## src/design/cfq_pkg.sv

```systemverilog
`default_nettype none

package cfq_pkg;

	// storage and word size
	localparam int MaxDepth  = 16;
	localparam int WordWidth = 32;
	localparam int CntW      = $clog2(MaxDepth + 1);
	localparam int CapW      = 5;
	localparam int CapReset  = 10;

	typedef logic signed [WordWidth-1:0] word_t;

	localparam word_t MostNeg = {1'b1, {(WordWidth - 1){1'b0}}};

	typedef enum logic [1:0] {
		OP_ENQ       = 2'd0,
		OP_DEQ       = 2'd1,
		OP_PEEK_HEAD = 2'd2,
		OP_PEEK_TAIL = 2'd3
	} op_t;

	typedef struct packed {
		op_t   operation;
		word_t item_value;
	} req_t;

	typedef struct packed {
		word_t           data_value;
		logic            was_empty;
		logic            was_dropped;
		logic [CntW-1:0] occupancy;
		logic            is_full;
		logic            is_empty;
	} rsp_t;

	// per-cell control
	typedef struct packed {
		logic shift;
		logic load;
	} cell_ctl_t;

endpackage

`default_nettype wire

```

## src/design/cfq_cell.sv

```systemverilog
`default_nettype none

module cfq_cell (
	input  wire logic              clk,
	input  wire cfq_pkg::cell_ctl_t ctl,
	input  wire cfq_pkg::word_t    load_data,
	input  wire cfq_pkg::word_t    next_data,
	output cfq_pkg::word_t         data
);
	import cfq_pkg::*;

	word_t data_q;

	// load a new tail word, or take the neighbor's word on a pop
	always_ff @(posedge clk) begin
		priority if (ctl.load) begin
			data_q <= load_data;
		end else if (ctl.shift) begin
			data_q <= next_data;
		end
	end

	assign data = data_q;

endmodule

`default_nettype wire

```

## src/design/circular_fifo_queue_core.sv

```systemverilog
`default_nettype none

// circular fifo queue of signed words, built as a row of shifting cells
// request channel (req_valid / req_ready / req): one operation per transfer,
//   enqueue, dequeue, peek at the head or peek at the newest entry
// response channel (rsp_valid / rsp_ready / rsp): exactly one response per
//   request, in order, with the word read, empty / dropped flags and the
//   occupancy, full and empty status after the operation
// cell 0 always holds the head; a dequeue shifts every cell one place
//   toward the head in the same cycle, an enqueue loads the cell whose
//   position equals the occupancy, and the newest word is kept in its own
//   register for tail peeks
// the response is registered and appears in the cycle after the request transfer
// throughput: one request per cycle while responses are taken; the
//   single response register sets that figure
// if the receiver stalls, the response register holds and req_ready drops
//   until it is taken
// reset empties the queue and sets the capacity to 10; a write on
//   cfg_wen sets the capacity (0 acts as 1, above 16 acts as 16) and
//   empties the queue; write it only while no request is in flight
module circular_fifo_queue_core (
	input  wire logic                    clk,
	input  wire logic                    arst_n,
	input  wire logic                    req_valid,
	output logic                         req_ready,
	input  wire cfq_pkg::req_t           req,
	output logic                         rsp_valid,
	input  wire logic                    rsp_ready,
	output cfq_pkg::rsp_t                rsp,
	input  wire logic                    cfg_wen,
	input  wire logic [cfq_pkg::CapW-1:0] cfg_wdata
);
	import cfq_pkg::*;

	logic [CapW-1:0] cap_q;
	logic [CntW-1:0] count_q;
	word_t           tail_q;
	logic            rsp_valid_q;
	rsp_t            rsp_q;

	logic [CntW-1:0] cap_eff;
	logic            accept;
	logic            full;
	logic            empty;
	logic            do_load;
	logic            do_shift;
	logic [CntW-1:0] next_count;
	rsp_t            rsp_d;

	word_t     cell_data [MaxDepth];
	word_t     cell_next [MaxDepth];
	cell_ctl_t cell_ctl  [MaxDepth];

	// clamp the capacity register into the usable range
	always_comb begin
		if (cap_q == '0) begin
			cap_eff = CntW'(1);
		end else if (int'(cap_q) > MaxDepth) begin
			cap_eff = CntW'(MaxDepth);
		end else begin
			cap_eff = CntW'(cap_q);
		end
	end

	assign req_ready = !rsp_valid_q || rsp_ready;
	assign accept    = req_valid && req_ready;
	assign full      = count_q >= cap_eff;
	assign empty     = count_q == '0;

	// operation decode and response build
	always_comb begin
		do_load          = 1'b0;
		do_shift         = 1'b0;
		next_count       = count_q;
		rsp_d            = '0;
		unique case (req.operation)
			OP_ENQ: begin
				if (full) begin
					rsp_d.was_dropped = 1'b1;
				end else begin
					do_load    = 1'b1;
					next_count = count_q + CntW'(1);
				end
			end
			OP_DEQ: begin
				if (empty) begin
					rsp_d.data_value = MostNeg;
					rsp_d.was_empty  = 1'b1;
				end else begin
					rsp_d.data_value = cell_data[0];
					do_shift         = 1'b1;
					next_count       = count_q - CntW'(1);
				end
			end
			OP_PEEK_HEAD: begin
				if (empty) begin
					rsp_d.data_value = MostNeg;
					rsp_d.was_empty  = 1'b1;
				end else begin
					rsp_d.data_value = cell_data[0];
				end
			end
			OP_PEEK_TAIL: begin
				if (empty) begin
					rsp_d.data_value = MostNeg;
					rsp_d.was_empty  = 1'b1;
				end else begin
					rsp_d.data_value = tail_q;
				end
			end
			default: begin
				rsp_d.was_empty = 1'b0;
			end
		endcase
		rsp_d.occupancy = next_count;
		rsp_d.is_full   = next_count == cap_eff;
		rsp_d.is_empty  = next_count == '0;
	end

	// row of cells; the last one has no right-hand neighbor
	for (genvar i = 0; i < MaxDepth; i++) begin : g_cell
		if (i == MaxDepth - 1) begin : g_last
			assign cell_next[i] = '0;
		end else begin : g_mid
			assign cell_next[i] = cell_data[i+1];
		end

		assign cell_ctl[i].shift = accept && do_shift;
		assign cell_ctl[i].load  = accept && do_load && (count_q == CntW'(i));

		cfq_cell u_cell (
			.clk       (clk),
			.ctl       (cell_ctl[i]),
			.load_data (req.item_value),
			.next_data (cell_next[i]),
			.data      (cell_data[i])
		);
	end

	// occupancy and capacity; a capacity write empties the queue
	always_ff @(posedge clk or negedge arst_n) begin
		if (!arst_n) begin
			cap_q   <= CapW'(CapReset);
			count_q <= '0;
		end else if (cfg_wen) begin
			cap_q   <= cfg_wdata;
			count_q <= '0;
		end else if (accept) begin
			count_q <= next_count;
		end
	end

	// newest word, for tail peeks
	always_ff @(posedge clk) begin
		if (accept && do_load) begin
			tail_q <= req.item_value;
		end
	end

	// response register
	always_ff @(posedge clk or negedge arst_n) begin
		if (!arst_n) begin
			rsp_valid_q <= 1'b0;
		end else if (accept) begin
			rsp_valid_q <= 1'b1;
		end else if (rsp_ready) begin
			rsp_valid_q <= 1'b0;
		end
	end

	always_ff @(posedge clk) begin
		if (accept) begin
			rsp_q <= rsp_d;
		end
	end

	assign rsp_valid = rsp_valid_q;
	assign rsp       = rsp_q;

	// occupancy never passes the capacity in use
	a_count_bound: assert property (@(posedge clk) disable iff (!arst_n)
		count_q <= cap_eff)
		else $error("occupancy above capacity");

	// an accepted enqueue into a non-full queue grows the occupancy by one
	a_enq_grows: assert property (@(posedge clk) disable iff (!arst_n)
		accept && !cfg_wen && req.operation == OP_ENQ && !full
		|=> count_q == $past(count_q) + CntW'(1))
		else $error("enqueue did not add an entry");

	// a read on an empty queue reports it
	a_empty_read: assert property (@(posedge clk) disable iff (!arst_n)
		accept && req.operation != OP_ENQ && empty
		|=> rsp_q.was_empty && rsp_q.data_value == MostNeg)
		else $error("empty read not flagged");

	// a stalled response blocks new requests
	a_stall_blocks: assert property (@(posedge clk) disable iff (!arst_n)
		rsp_valid_q && !rsp_ready |-> !req_ready)
		else $error("request taken while response stalled");

endmodule

`default_nettype wire

```

## config.mk

```make
export PLATFORM = sky130hd
export DESIGN_NAME = circular_fifo_queue_core
export DESIGN_NICKNAME = d
export VERILOG_FILES = /design/src/design/cfq_pkg.sv /design/src/design/cfq_cell.sv /design/src/design/circular_fifo_queue_core.sv
export SDC_FILE = /design/constraint.sdc
export NUM_CORES = 1
export LEC_CHECK = 0
export ABC_AREA = 1
export BUFFER_PORTS_ARGS = -buffer_cell sky130_fd_sc_hd__buf_2
export CAP_MARGIN = 20
export CORE_ASPECT_RATIO = 0.75
export CORE_MARGIN = 3
export CORE_UTILIZATION = 32
export DETAILED_ROUTE_END_ITERATION = 6
export GPL_TIMING_DRIVEN = 1
export PLACE_DENSITY = 0.58
export SLEW_MARGIN = 20
export SYNTH_ARGS = -nofsm -noshare
export SYNTH_HDL_FRONTEND = slang
export SYNTH_SLANG_ARGS = --single-unit
```

## constraint.sdc

```tcl
create_clock -name clk -period 6.7 [get_ports clk]
set_input_delay 1.005 -clock clk [delete_from_list [all_inputs] [get_ports clk]]
set_output_delay 1.005 -clock clk [all_outputs]
set_load 0.05 [all_outputs]
```

==> impl_metrics.ini <==
[worst_setup_path]
path_buf_inv = 3
r2r_end = g_cell[2].u_cell.data[12]
r2r_start = cap_q[1]
worstRegToRegCells = 16
worst-setup-path-type = reg2reg
critical_path.top_delay_family = simple AND/OR/NAND/NOR gates
crit_required_ps = 7020
crit_top_cell = nand2_1
start_kind = flop
crit_cells = 16
critPathSlowestCell = nand2_1
reg2reg_slack_ps = 2390
cp_cell_sequence = inv_1, nand4_1, nand2_1, nand2_1, ha_1, nand2_1, nand2_1, nand2_2, nand4_4, nor2_4, buf_4, nand2_4, nor2_4, nand2_2, nand2_1, buf_8
crit_path_end_kind = flop
crit_path_max_incr_delay_ps = 680
crit_arrival_ps = 4630
path_max_fanout = 65

[timing]
slew_headroom_pct = 30.3
rsz0062_at_grt = no
finalCriticalPeriod_ps = 4310
setup_ws_ps = 2390
drv_slew = 0
fin_crit_sh_pct = 64.4
fin_skew_ps = 18.0
setup_viol = 0
tns_ps = 0
worst_slew_pin_slew_ps = 1040
fmax_mhz = 232
hold_viol_final = 0

[drt]
drtIter0Drc = 1070
ant_nets = 0
remaining_drc_errors = 0
drtPass1Iterations = 5
viasPerCell = 4.58
num_vias = 14462
wire_per_inst_um = 14.9
drt_wl_total_um = 46900

[worst_hold_path]
holdCritPathClass = in2async

[synthesis]
synth_seq_cells = 596
syn-cell-area_mm2 = 0.0249
synth_area_leaders = edfxtp_1 70%, nand2_1 9.4%, o21ai_1 7.5%
seq_area_frac_synth_pct = 71.5
synth_top_area_share_pct = 70.4
synth_edf_count = 585
syn_nets = 2137
synthFlopType = edfxtp_1
synth_warnings = 0
syn_avg_cell_area_um2 = 12.0
synth_top_cell_by_area = edfxtp_1
yosysUniqueCellTypes = 31
synthCells = 2078
synth-async-reset-ratio_pct = 1.85

[clock_tree]
clk_path_buf_depth = 3
numClockSinks = 596
cts_tree = built
root_buffer = clkbuf_16
path_clk_slew_ps = 70
cts.repair.resized = 0
clk_latency_ps = 630
cts_setup_buffers = 0
cts_buffers = 55
ctsHtreeMaxLevel = 2
holdBufCountCts = 0

[final_layout]
ff_latch_area_mm2 = 0.0178
design_area_mm2 = 0.0276
nets = 2150
nFillCells = 7408
multi_input_area_mm2 = 0.00582
syn2layout_area_growth_pct = 10.6
fin_util_pct = 36.2
diodes = 0
drive_gt1_share_pct = 11.8

[run]
maxCapViolations = 0

[global_route]
grt_pass1_vias = 13597
grt_pass1_wl_um = 76000
grt_overflow_total = 0
track_usage_pct = 11.6
antenna_found_initial = 0
grt_max_degree = 66

[floorplan]
num_io_pins = 87
start_util_pct = 32.7
die_area_mm2 = 0.0814
fp-row-count = 87
core_area_mm2 = 0.0762
dieHeight_um = 248
dieWidth_um = 328

[pwr]
peakVddDrop_v = 0.000174
p_leak_uw = 0.0104
powerDensity_mw_per_mm2 = 282

[placement]
gp_congestion = 0.772
place_area_mm2 = 0.0259
place_ws_ps = 1950
port_buffers = 86
place_hpwl_um = 31200

[run_status]
status = finished clean
-- final cells by class --
cell class                      instances  share of cell area (%)
Clock buffer                           68                    5.17
Timing Repair Buffer                  112                    2.40
Sequential cell                       596                    64.7
Inverter                               71                   0.966
Clock inverter                         33                    1.01
Tap cell                             1023                    4.64
Multi-Input combinational cell       1255                    21.1
-- sequential cells by signal (all words and copies together), names as in the netlist --
name,flops
rsp_valid,1
g_cell.u_cell.data,512
tail_q,32
count_q,5
rsp,41
cap_q,5
-- worst max path at each step --
stage	start	endpoint	slack (ps)
finish	cap_q[1]	g_cell[2].u_cell.data[12]	2390
floorplan	rsp_ready	g_cell[0].u_cell.data[0]	2450
global route	cap_q[1]	g_cell[2].u_cell.data[14]	2000
CTS	cap_q[1]	g_cell[5].u_cell.data[2]	2080
global placement	req[33]	g_cell[6].u_cell.data[17]	1980
detailed placement	req[33]	g_cell[5].u_cell.data[18]	1950
-- power by group --
group | internal (uW) | switching (uW) | total [uW]
Sequential | 4220 | 33.3 | 4250
Combinational | 116 | 405 | 521
Clock | 1630 | 1370 | 3000
Total | 5970 | 1800 | 7770
-- per-stage QoR --
step	power (uW)	hold WS, ps	std cells
2_1_floorplan	4700	469	2078
3_3_place_gp	4860	494	3053
3_5_place_dp	4860	500	3057
4_1_cts	7870	219	3158
5_1_grt	8090	236	3158
6_report	7770	243	3158
-- kinds of logic after synthesis --
group                      synth area share (%)
AOI/OAI and AO/OA                          11.0
adders and majority gates                 0.752
DFF                                        71.5
buffers and inverters                      5.29
and+or+nand+nor                            11.3
xor gates and xnor gates                  0.105
-- Yosys cell counts (6+ instances only) --
master / count
nand2_1: 626
a21oi_1: 34
edfxtp_1: 585
nand3_1: 19
buf_6: 52
inv_1: 69
o21ai_2: 30
nor2_1: 41
buf_4: 13
clkbuf_1: 66
o21ai_1: 375
ha_1: 15
dfrtp_1: 9
o21ai_0: 84
nor2_4: 6
buf_2: 22
-- layer usage --
metal / track usage, % / share of wire (%) / vias up
met3: 2.25 / 6.3 / 60
met2: 16.2 / 39 / 344
met4: 3.04 / 1.8 / 0
met1: 18.0 / 53 / 6719
met5: 0 / 0 / -
li1: - / - / 7339
-- layout by cell type, fill, tap and decap left out, types with 2 or more instances in the layout --
master and count:
inv_1 68, o21ai_1 375, edfxtp_1 585, clkbuf_16 55, clkinv_2 9, clkbuf_1 13, o21ai_2 30, dfrtp_1 9
buf_8 3, nand3_1 19, dfstp_2 2, o21ai_0 84, nor2_4 6, nand4_1 4, nand2_2 14, nor2_1 41
o22ai_1 3, nand3_2 4, xor2_1 2, bufinv_16 3, a21oi_1 34, clkinv_8 2, nand2_1 614, ha_1 15
nand2_4 3, inv_2 2, clkinv_1 13, buf_2 86, buf_4 22, clkinvlp_4 5, nor3_1 3
-- worst reg2reg max path, cell delays in order (launching register included) --
cell and delay [ps]:
dfstp_2 530, inv_1 50, nand4_1 100, nand2_1 100, nand2_1 140, ha_1 260
nand2_1 60, nand2_1 80, nand2_2 100, nand4_4 140, nor2_4 100, buf_4 410
nand2_4 170, nor2_4 240, nand2_2 570, nand2_1 690, buf_8 260
Note: power is estimated with default switching activity, not from simulation.
